## src/rtl/ffra_pkg.sv

```systemverilog
`timescale 1ns / 1ps
package ffra_pkg;

  localparam int MAX_BLOCKS = 16;
  localparam int IDX_W      = $clog2(MAX_BLOCKS);
  localparam int CNT_W      = $clog2(MAX_BLOCKS + 1);

  localparam int ADDR_W     = 16;
  localparam int IDENT_W    = 16;
  localparam int PADDR_W    = 3;

  localparam logic [ADDR_W-1:0] MEM_SIZE_RST = ADDR_W'(128);

  // request types
  localparam logic REQ_ALLOC = 1'b0;
  localparam logic REQ_FREE  = 1'b1;

  // status codes
  typedef logic [1:0] status_t;
  localparam status_t ST_OK        = 2'd0;
  localparam status_t ST_NO_FIT    = 2'd1;
  localparam status_t ST_NOT_FOUND = 2'd2;
  localparam status_t ST_FULL      = 2'd3;

  // register index (byte address / 4)
  localparam logic REG_MEM_SIZE = 1'b0;

endpackage

```

## src/rtl/first_fit_region_allocator.sv

```systemverilog
`timescale 1ns / 1ps
// First-fit region allocator. One request is taken at a time: in_stall is high from the
// cycle after a request is accepted until its result has been loaded into the output
// register. An allocate scans one table entry per cycle for the first gap that holds the
// requested size (gaps in address order, then the tail gap up to mem_size), then finds
// the insert slot, shifts the table open and loads the result into the output register.
// A full table skips the scan and goes straight to loading its result. in_stall drops on
// the edge that raises out_valid, so the next request can be accepted while that result
// is shown. A free scans ids one per cycle, then removes the match from the table. A
// waiting result that is not taken holds the block in its last step. mem_size is at byte
// address 0 of the register port and resets to 128.
module first_fit_region_allocator (
  input  logic                          clk,
  input  logic                          rst_n,
  // request channel
  input  logic                          in_valid,
  output logic                          in_stall,
  input  logic                          in_req_type,
  input  logic [ffra_pkg::ADDR_W-1:0]   in_alloc_size,
  input  logic [ffra_pkg::IDENT_W-1:0]  in_task_id,
  // result channel
  output logic                          out_valid,
  input  logic                          out_stall,
  output ffra_pkg::status_t             out_status,
  output logic [ffra_pkg::ADDR_W-1:0]   out_block_start,
  output logic [ffra_pkg::ADDR_W-1:0]   out_block_end,
  output logic [ffra_pkg::IDENT_W-1:0]  out_block_id,
  // register port
  input  logic                          cfg_psel,
  input  logic                          cfg_penable,
  input  logic                          cfg_pwrite,
  input  logic [ffra_pkg::PADDR_W-1:0]  cfg_paddr,
  input  logic [31:0]                   cfg_pwdata,
  output logic [31:0]                   cfg_prdata,
  output logic                          cfg_pready
);
  import ffra_pkg::*;

  localparam logic [2:0] S_IDLE   = 3'd0;
  localparam logic [2:0] S_SCAN   = 3'd1;
  localparam logic [2:0] S_POS    = 3'd2;
  localparam logic [2:0] S_INSERT = 3'd3;
  localparam logic [2:0] S_FSCAN  = 3'd4;
  localparam logic [2:0] S_REMOVE = 3'd5;
  localparam logic [2:0] S_DONE   = 3'd6;

  logic [2:0]          state_r;
  logic [ADDR_W-1:0]   mem_size_r;
  logic [CNT_W-1:0]    count_r;
  logic [IDENT_W-1:0]  next_ident_r;
  logic [CNT_W-1:0]    cnt_r;
  logic [IDX_W-1:0]    pos_r;
  logic [ADDR_W-1:0]   prev_end_r;
  logic [ADDR_W-1:0]   size_r;
  logic [IDENT_W-1:0]  ident_r;

  status_t             res_status_r;
  logic [ADDR_W-1:0]   res_start_r;
  logic [ADDR_W-1:0]   res_end_r;
  logic [IDENT_W-1:0]  res_id_r;

  logic                out_valid_r;
  status_t             out_status_r;
  logic [ADDR_W-1:0]   out_start_r;
  logic [ADDR_W-1:0]   out_end_r;
  logic [IDENT_W-1:0]  out_id_r;

  logic [ADDR_W-1:0]   entry_start [MAX_BLOCKS];
  logic [ADDR_W-1:0]   entry_end   [MAX_BLOCKS];
  logic [IDENT_W-1:0]  entry_ident [MAX_BLOCKS];

  logic                accept;
  logic                scan_end;
  logic [IDX_W-1:0]    scan_idx;
  logic [ADDR_W-1:0]   cur_start;
  logic [ADDR_W-1:0]   cur_end;
  logic [IDENT_W-1:0]  cur_ident;
  logic                gap_fits;
  logic                tail_fits;
  logic [IDX_W-1:0]    pos_nxt;
  logic                out_free;
  logic [ADDR_W-1:0]   new_end;

  assign accept    = in_valid && (state_r == S_IDLE);
  assign in_stall  = (state_r != S_IDLE);
  assign scan_end  = (cnt_r == count_r);
  assign scan_idx  = cnt_r[IDX_W-1:0];
  assign cur_start = entry_start[scan_idx];
  assign cur_end   = entry_end[scan_idx];
  assign cur_ident = entry_ident[scan_idx];
  assign gap_fits  = (cur_start >= prev_end_r) && ((cur_start - prev_end_r) >= size_r);
  assign tail_fits = (prev_end_r <= mem_size_r) && ((mem_size_r - prev_end_r) >= size_r);
  assign out_free  = !out_valid_r || !out_stall;
  assign new_end   = prev_end_r + size_r;

  // insert after every entry whose start is not above the new start
  always_comb begin
    pos_nxt = count_r[IDX_W-1:0];
    for (int i = MAX_BLOCKS - 1; i >= 0; i--) begin
      if ((CNT_W'(i) < count_r) && (entry_start[i] > prev_end_r)) begin
        pos_nxt = IDX_W'(i);
      end
    end
  end

  // control
  always_ff @(posedge clk) begin
    if (!rst_n) begin
      state_r      <= S_IDLE;
      count_r      <= '0;
      next_ident_r <= '0;
      mem_size_r   <= MEM_SIZE_RST;
      out_valid_r  <= 1'b0;
    end else begin
      if (cfg_psel && cfg_penable && cfg_pwrite && (cfg_paddr[2] == REG_MEM_SIZE)) begin
        mem_size_r <= cfg_pwdata[ADDR_W-1:0];
      end
      if (state_r == S_DONE && out_free) begin
        out_valid_r <= 1'b1;
      end else if (!out_stall) begin
        out_valid_r <= 1'b0;
      end
      case (state_r)
        S_IDLE: begin
          if (accept) begin
            if (in_req_type == REQ_ALLOC) begin
              next_ident_r <= next_ident_r + 1'b1;
              state_r      <= (count_r == CNT_W'(MAX_BLOCKS)) ? S_DONE : S_SCAN;
            end else begin
              state_r <= S_FSCAN;
            end
          end
        end
        S_SCAN: begin
          if (scan_end) begin
            state_r <= tail_fits ? S_POS : S_DONE;
          end else if (gap_fits) begin
            state_r <= S_POS;
          end
        end
        S_POS: state_r <= S_INSERT;
        S_INSERT: begin
          count_r <= count_r + 1'b1;
          state_r <= S_DONE;
        end
        S_FSCAN: begin
          if (scan_end) begin
            state_r <= S_DONE;
          end else if (cur_ident == ident_r) begin
            state_r <= S_REMOVE;
          end
        end
        S_REMOVE: begin
          count_r <= count_r - 1'b1;
          state_r <= S_DONE;
        end
        S_DONE: begin
          if (out_free) begin
            state_r <= S_IDLE;
          end
        end
        default: state_r <= S_IDLE;
      endcase
    end
  end

  // datapath
  always_ff @(posedge clk) begin
    case (state_r)
      S_IDLE: begin
        cnt_r      <= '0;
        prev_end_r <= '0;
        size_r     <= in_alloc_size;
        ident_r    <= (in_req_type == REQ_ALLOC) ? next_ident_r : in_task_id;
        res_status_r <= ST_FULL;
        res_start_r  <= '0;
        res_end_r    <= '0;
        res_id_r     <= next_ident_r;
      end
      S_SCAN: begin
        if (scan_end) begin
          if (!tail_fits) begin
            res_status_r <= ST_NO_FIT;
            res_id_r     <= ident_r;
          end
        end else if (!gap_fits) begin
          prev_end_r <= cur_end;
          cnt_r      <= cnt_r + 1'b1;
        end
      end
      S_POS: pos_r <= pos_nxt;
      S_INSERT: begin
        res_status_r <= ST_OK;
        res_start_r  <= prev_end_r;
        res_end_r    <= new_end;
        res_id_r     <= ident_r;
      end
      S_FSCAN: begin
        if (scan_end) begin
          res_status_r <= ST_NOT_FOUND;
          res_start_r  <= '0;
          res_end_r    <= '0;
          res_id_r     <= '0;
        end else if (cur_ident == ident_r) begin
          pos_r        <= scan_idx;
          res_status_r <= ST_OK;
          res_start_r  <= cur_start;
          res_end_r    <= cur_end;
          res_id_r     <= ident_r;
        end else begin
          cnt_r <= cnt_r + 1'b1;
        end
      end
      default: ;
    endcase

    if (state_r == S_DONE && out_free) begin
      out_status_r <= res_status_r;
      out_start_r  <= res_start_r;
      out_end_r    <= res_end_r;
      out_id_r     <= res_id_r;
    end
  end

  // table storage: shift open on insert, shift closed on remove
  always_ff @(posedge clk) begin
    for (int i = 0; i < MAX_BLOCKS; i++) begin
      if (state_r == S_INSERT) begin
        if (IDX_W'(i) == pos_r) begin
          entry_start[i] <= prev_end_r;
          entry_end[i]   <= new_end;
          entry_ident[i] <= ident_r;
        end else if ((i > 0) && (IDX_W'(i) > pos_r) && (CNT_W'(i) <= count_r)) begin
          entry_start[i] <= entry_start[(i > 0) ? i - 1 : 0];
          entry_end[i]   <= entry_end[(i > 0) ? i - 1 : 0];
          entry_ident[i] <= entry_ident[(i > 0) ? i - 1 : 0];
        end
      end else if (state_r == S_REMOVE) begin
        if ((i < MAX_BLOCKS - 1) && (IDX_W'(i) >= pos_r)) begin
          entry_start[i] <= entry_start[(i < MAX_BLOCKS - 1) ? i + 1 : i];
          entry_end[i]   <= entry_end[(i < MAX_BLOCKS - 1) ? i + 1 : i];
          entry_ident[i] <= entry_ident[(i < MAX_BLOCKS - 1) ? i + 1 : i];
        end
      end
    end
  end

  assign out_valid       = out_valid_r;
  assign out_status      = out_status_r;
  assign out_block_start = out_start_r;
  assign out_block_end   = out_end_r;
  assign out_block_id    = out_id_r;

  assign cfg_pready = 1'b1;
  assign cfg_prdata = (cfg_paddr[2] == REG_MEM_SIZE) ? {{(32 - ADDR_W){1'b0}}, mem_size_r}
                                                     : 32'd0;

endmodule
```

## config.mk

```make
export PLATFORM = sky130hd
export DESIGN_NAME = first_fit_region_allocator
export DESIGN_NICKNAME = d
export VERILOG_FILES = /design/src/rtl/ffra_pkg.sv /design/src/rtl/first_fit_region_allocator.sv
export SDC_FILE = /design/constraint.sdc
export NUM_CORES = 2
export LEC_CHECK = 0
export BUFFER_PORTS_ARGS = -buffer_cell sky130_fd_sc_hd__buf_2
export CAP_MARGIN = 20
export CELL_PAD_IN_SITES_DETAIL_PLACEMENT = 1
export CELL_PAD_IN_SITES_GLOBAL_PLACEMENT = 1
export CORE_MARGIN = 2
export CORE_UTILIZATION = 51
export DETAILED_ROUTE_END_ITERATION = 6
export PLACE_DENSITY_LB_ADDON = 0.1
export SYNTH_ARGS = -nofsm -noshare
export SYNTH_HDL_FRONTEND = slang
export SYNTH_SLANG_ARGS = --single-unit
```

## constraint.sdc

```tcl
create_clock -name clk -period 9.4 [get_ports clk]
set_input_delay 0.94 -clock clk [delete_from_list [all_inputs] [get_ports clk]]
set_output_delay 0.94 -clock clk [all_outputs]
set_load 0.03 [all_outputs]
```

-- Word-level counts from Yosys, hierarchy flattened
Memories as Yosys holds them, arrays and structs flattened. A register that Yosys moved wholly into a read port is not among the register bits.
Cells that the tools add are included.
- RAM bits: 768
- output and inout bits: 85
- input bits: 75
- logic and storage cells: 614
- memories: 3
- register bits after elaboration: 198
- magnitude comparators: 81
- multiplexer cells: 319
- bitwise logic cells: 92
- add/subtract/negate cells: 7
- equality and inequality tests: 36
- reductions and logical operators: 58
- memory list (memory ; depth ; width ; read ports ; clocked after Yosys merged registers in ; wr ports ; RTL line ; source):
    entry_end ; 16 ; 16 ; 17 ; 1 ; 16 ; first_fit_region_allocator.sv:69 ; logic [ADDR_W-1:0] entry_end [MAX_BLOCKS];
    entry_ident ; 16 ; 16 ; 17 ; 1 ; 16 ; first_fit_region_allocator.sv:70 ; logic [IDENT_W-1:0] entry_ident [MAX_BLOCKS];
    entry_start ; 16 ; 16 ; 17 ; 1 ; 16 ; first_fit_region_allocator.sv:68 ; logic [ADDR_W-1:0] entry_start [MAX_BLOCKS];
- operators with widths (cell ; count):
    2-to-1 mux 16 bit ; 102
    greater-than comparator 16 bit ; 16
    2-to-1 mux 1 bit ; 170
    one-hot mux 16 bit (3 select lines) ; 2
    bitwise OR 1 bit ; 90
    2-to-1 mux 4 bit ; 21
    one-hot mux 16 bit (4 select lines) ; 1
    greater-or-equal comparator 16 bit ; 3
    less-or-equal comparator 4 x 5 -> 1 bit, first input constant ; 8
    less-than comparator 4 x 5 -> 1 bit, first input constant ; 8
    logical AND 1 bit ; 38
    equality test 4 bit, first input constant ; 8
    greater-than comparator 4 bit, first input constant ; 8
    one-hot mux 16 bit (2 select lines) ; 1
    subtractor 16 bit ; 2
    greater-or-equal comparator 4 bit, first input constant ; 7
    2-to-1 mux 3 bit ; 9
    less-or-equal comparator 3 x 5 -> 1 bit, first input constant ; 4
    less-than comparator 3 x 5 -> 1 bit, first input constant ; 4
    2-to-1 mux 5 bit ; 4
    != test 2 bit, second input constant ; 9
    one-hot mux 3 bit (6 select lines) ; 1
    adder 16 x 1 -> 16 bit, second input constant ; 1
    adder 16 bit ; 1
    other kinds (42) ; 75

-- Depth between registers and ports, before layout
An unclocked memory read counts as a cell.
- word-level depth: 20
- depth in mapped cells: 29
- gate-level depth less buffers: 23

-- Least setup slack after synthesis
Ideal clock, no wire load.
- path kind: reg2reg
- from: register state_r[0]
- to: memory entry_end[8][0], enable pin
- arrival time: 6.637 ns
- stages on the path, launching flop included: 7
- path buffers: 2
- library setup time: 0.620 ns
- slack: 2.144 ns
- data required time: 8.780 ns
- clock period less this slack: 7.256 ns
- cell sequence: dfxtp_1 > buf_2 > nand2b_1 > nor2_1 > clkbuf_1 > nand3b_1 > o311ai_0
- RTL lines (item ; RTL line ; source):
    start, declared ; first_fit_region_allocator.sv:47 ; logic [2:0] state_r;
    start signal, assigned ; first_fit_region_allocator.sv:128 ; state_r <= (count_r == CNT_W'(MAX_BLOCKS)) ? S_DONE : S_SCAN;
    start signal, assigned ; first_fit_region_allocator.sv:136 ; state_r <= tail_fits ? S_POS : S_DONE;
    end, declared ; first_fit_region_allocator.sv:69 ;

==> flow_summary.ini <==
[clocking]
cts-root-buf = clkbuf_16
cts_buffer_depth = 3
insertion_delay_ns = 0.75
clkSinkCount = 970
numCtsBuffers = 113
postCtsResizedCells = 0
tritoncts = yes
h-tree-depth = 3
post_cts_buffers = 0
cts.clk_slew.worst_paths_ns = 0.06
holdBufCountCts = 0

[logic_synthesis]
synth_edf_count = 925
seq_area_frac_synth = 0.466
async_reset_ff_frac = 0
synthFlopType = edfxtp_1
synth_warnings = 0
synth.avg_cell_area_sq_um = 10.4
syn_inst = 5906
ys_seq_elements = 970
post_synth_instance_area_sq_mm = 0.0615
ys_types = 80

[power]
p_comb_frac = 0.483
p_switching_uw = 9140
leakagePower_uw = 0.0240
p_int_uw = 12600
pwr-share-clk = 0.206
p_seq_frac = 0.311
max-vdd-ir-drop_mv = 0.268
p_per_area_mw_per_mm2 = 322
power.share.switching = 0.421
total_power_uw = 21700

[critical_path]
cp_slowest_cell = dfxtp_4
cpMostUsedCell = o21ai_0
start_kind = flip-flop
crit_required_ns = 9.82
crit_end = cnt_r[3]
reg2reg_slack_ns = 2.21
cp_cell_sequence = buf_12 -> mux4_2 -> mux4_2 -> ha_1 -> o21ai_0 -> a21boi_0 -> o21ai_0 -> a211oi_1 -> nor3_1 -> o21ai_0 -> a31oi_1 -> xnor2_1 -> ha_1 -> a21o_1 -> a211o_1 -> a2111oi_0 -> o31ai_1 -> o211a_1 -> o41ai_4 -> buf_4 -> a21oi_4 -> inv_1
crit_arrival_ns = 7.61
path_max_fanout = 64
path_class = flip-flop to flip-flop
worstReg2RegEnd = cnt_r[3]
max_stage_delay_ns = 0.65
endpoint_kind = flip-flop
reg2reg_depth = 22

[sta]
setup_viol = 0
slew_headroom = 0.160
drv_slew = 0
fmaxAchievable_ghz = 0.139
finalHoldViolCount = 0
tns_ns = 0
period_share = 0.765
rsz0062_at_grt = no
worst_slew_pin_slew_ns = 1.25
timing.final.ws_setup_ns = 2.21
period_needed_ns = 7.19
fin_skew_ns = 0.0574

[routing]
drcViolationCount = 0
first_iter_violations = 5462
vias_per_cell = 6.76
wirelength_um = 244000
firstDrtPassIters = 6
ant_nets = 0
routedWlPerCell_um = 32.2
num_vias = 51204

[floorplan]
core_sq_mm = 0.120
die_h_um = 351
start_util = 0.513
ios = 160
die_w_um = 351
die_area_sq_mm = 0.123
rows = 127

[finish]
areaGrowthSynthToFinish_pct = 9.85
final_common_cell = nand2_1
final_cell_mix = 1100 x nand2_1, 925 x edfxtp_1, 515 x o21ai_0
post-route-util = 0.564
drive_above_1_share = 0.130
nets = 6283

[min_path]
min_path_type = input port to flip-flop

[placement]
dp_hpwl_um = 159000
post-place-ws_ns = 2.29
gp_congestion = 0.985
numPortBuffers = 124

[global_routing]
grt-ovfl-total = 0
grt.total_usage = 0.393
grt_start_max_net_pins = 91
antenna_found_initial = 4
grt_pass1_wl_um = 352000
grt_pass1_vias = 52833

[outcome]
status = finished clean

[flow_run]
cap_violations = 0
[power by group through the flow]
stage / Clock, uW / Combinational, uW / Sequential (uW)
final: 4470 / 10500 / 6760
after global routing: 4640 / 11300 / 6800
after CTS: 4490 / 10300 / 6740
after detailed placement: 0 / 10200 / 6820
after global placement: 0 / 9660 / 6790
after floorplan: 0 / 6890 / 6550
[critical path, delay by kind of cell (launching register included)]
| family | cells | cell delay (ns) |
|---|---|---|
| compound gates | 13 | 2.89 |
| mux | 2 | 1.15 |
| buf+inv | 3 | 1.05 |
| flops | 1 | 0.65 |
| fa+ha+maj | 2 | 0.64 |
| simple gates | 1 | 0.26 |
| xor+xnor | 1 | 0.19 |
[cell type report]
type | count | area, sq um
Fill cell | 12864 | 52300
Clock inverter | 72 | 669
Multi-Input combinational cell | 4423 | 31000
Tap cell | 1612 | 2020
Sequential cell | 970 | 28700
Inverter | 78 | 294
Antenna cell | 3 | 7.51
Timing Repair Buffer | 277 | 1860
Clock buffer | 140 | 2980
[metal layers]
layer  vias up  routed length [um]  global-route usage
met5         -                  13                   0
li1      21732                   -                   -
met2      2692              113000               0.635
met1     25911               88600               0.474
met4         2               20400               0.283
met3       867               21800              0.0711
[cells in the mapped netlist, types with 62 or more instances]
master    instances  area share
edfxtp_1        925        0.45
clkbuf_1        310       0.019
nand2_1        1107       0.068
inv_1            78      0.0048
mux4_2          209       0.077
mux2i_1         370       0.060
xnor2_1          62      0.0088
o21ai_0         517       0.042
a21oi_1         302       0.025
a21o_1           93       0.011
nor2_1          500       0.031
a31oi_1         237       0.024
ha_1            342       0.070
[worst min-delay path by stage]
stage                            startpoint                 end  depth (start not counted)
after floorplan                res_end_r[0]    out_block_end[0]                          0
after global placement       res_start_r[9]  out_block_start[9]                          0
after detailed placement       res_id_r[12]    out_block_id[12]                          0
after CTS                  in_alloc_size[0]           size_r[0]                          1
after global routing      in_alloc_size[10]          size_r[10]                          1
final                     in_alloc_size[10]          size_r[10]                          1
[cells by family (layout without fill, tap and decap cells)]
logic type / Yosys count / count (layout) / share of synthesized area
multiplexers: 629 / 629 / 0.147
adder cells (fa/ha/maj): 345 / 345 / 0.0706
AND/OR/NAND/NOR: 1971 / 1971 / 0.135
buffers and inverters: 528 / 567 / 0.0370
flip-flops: 970 / 970 / 0.466
other: 2 / 20 / 0.000122
AO/OA/AOI/OAI: 1375 / 1375 / 0.132
XOR/XNOR: 86 / 86 / 0.0122
[registers in the layout, summed over array words and instances, names as in the netlist, 16 cells and up, named ones only]
register,count
mem_size_r,16
res_id_r,16
prev_end_r,16
size_r,16
ident_r,16
out_block_end,16
entry_ident,256
res_end_r,16
next_ident_r,16
out_block_start,16
out_block_id,16
res_start_r,16
entry_end,256
entry_start,256
[stage by stage]
stage	hold WS, ns	instance area, sq um	instances
detailed placement	0.405	63800	7355
global route	0.368	67500	7572
floorplan	0.400	61500	5921
finish	0.371	67500	7575
CTS	0.340	67400	7567
global placement	0.401	63800	7353
No activity file was read; power rests on OpenSTA's default activity.
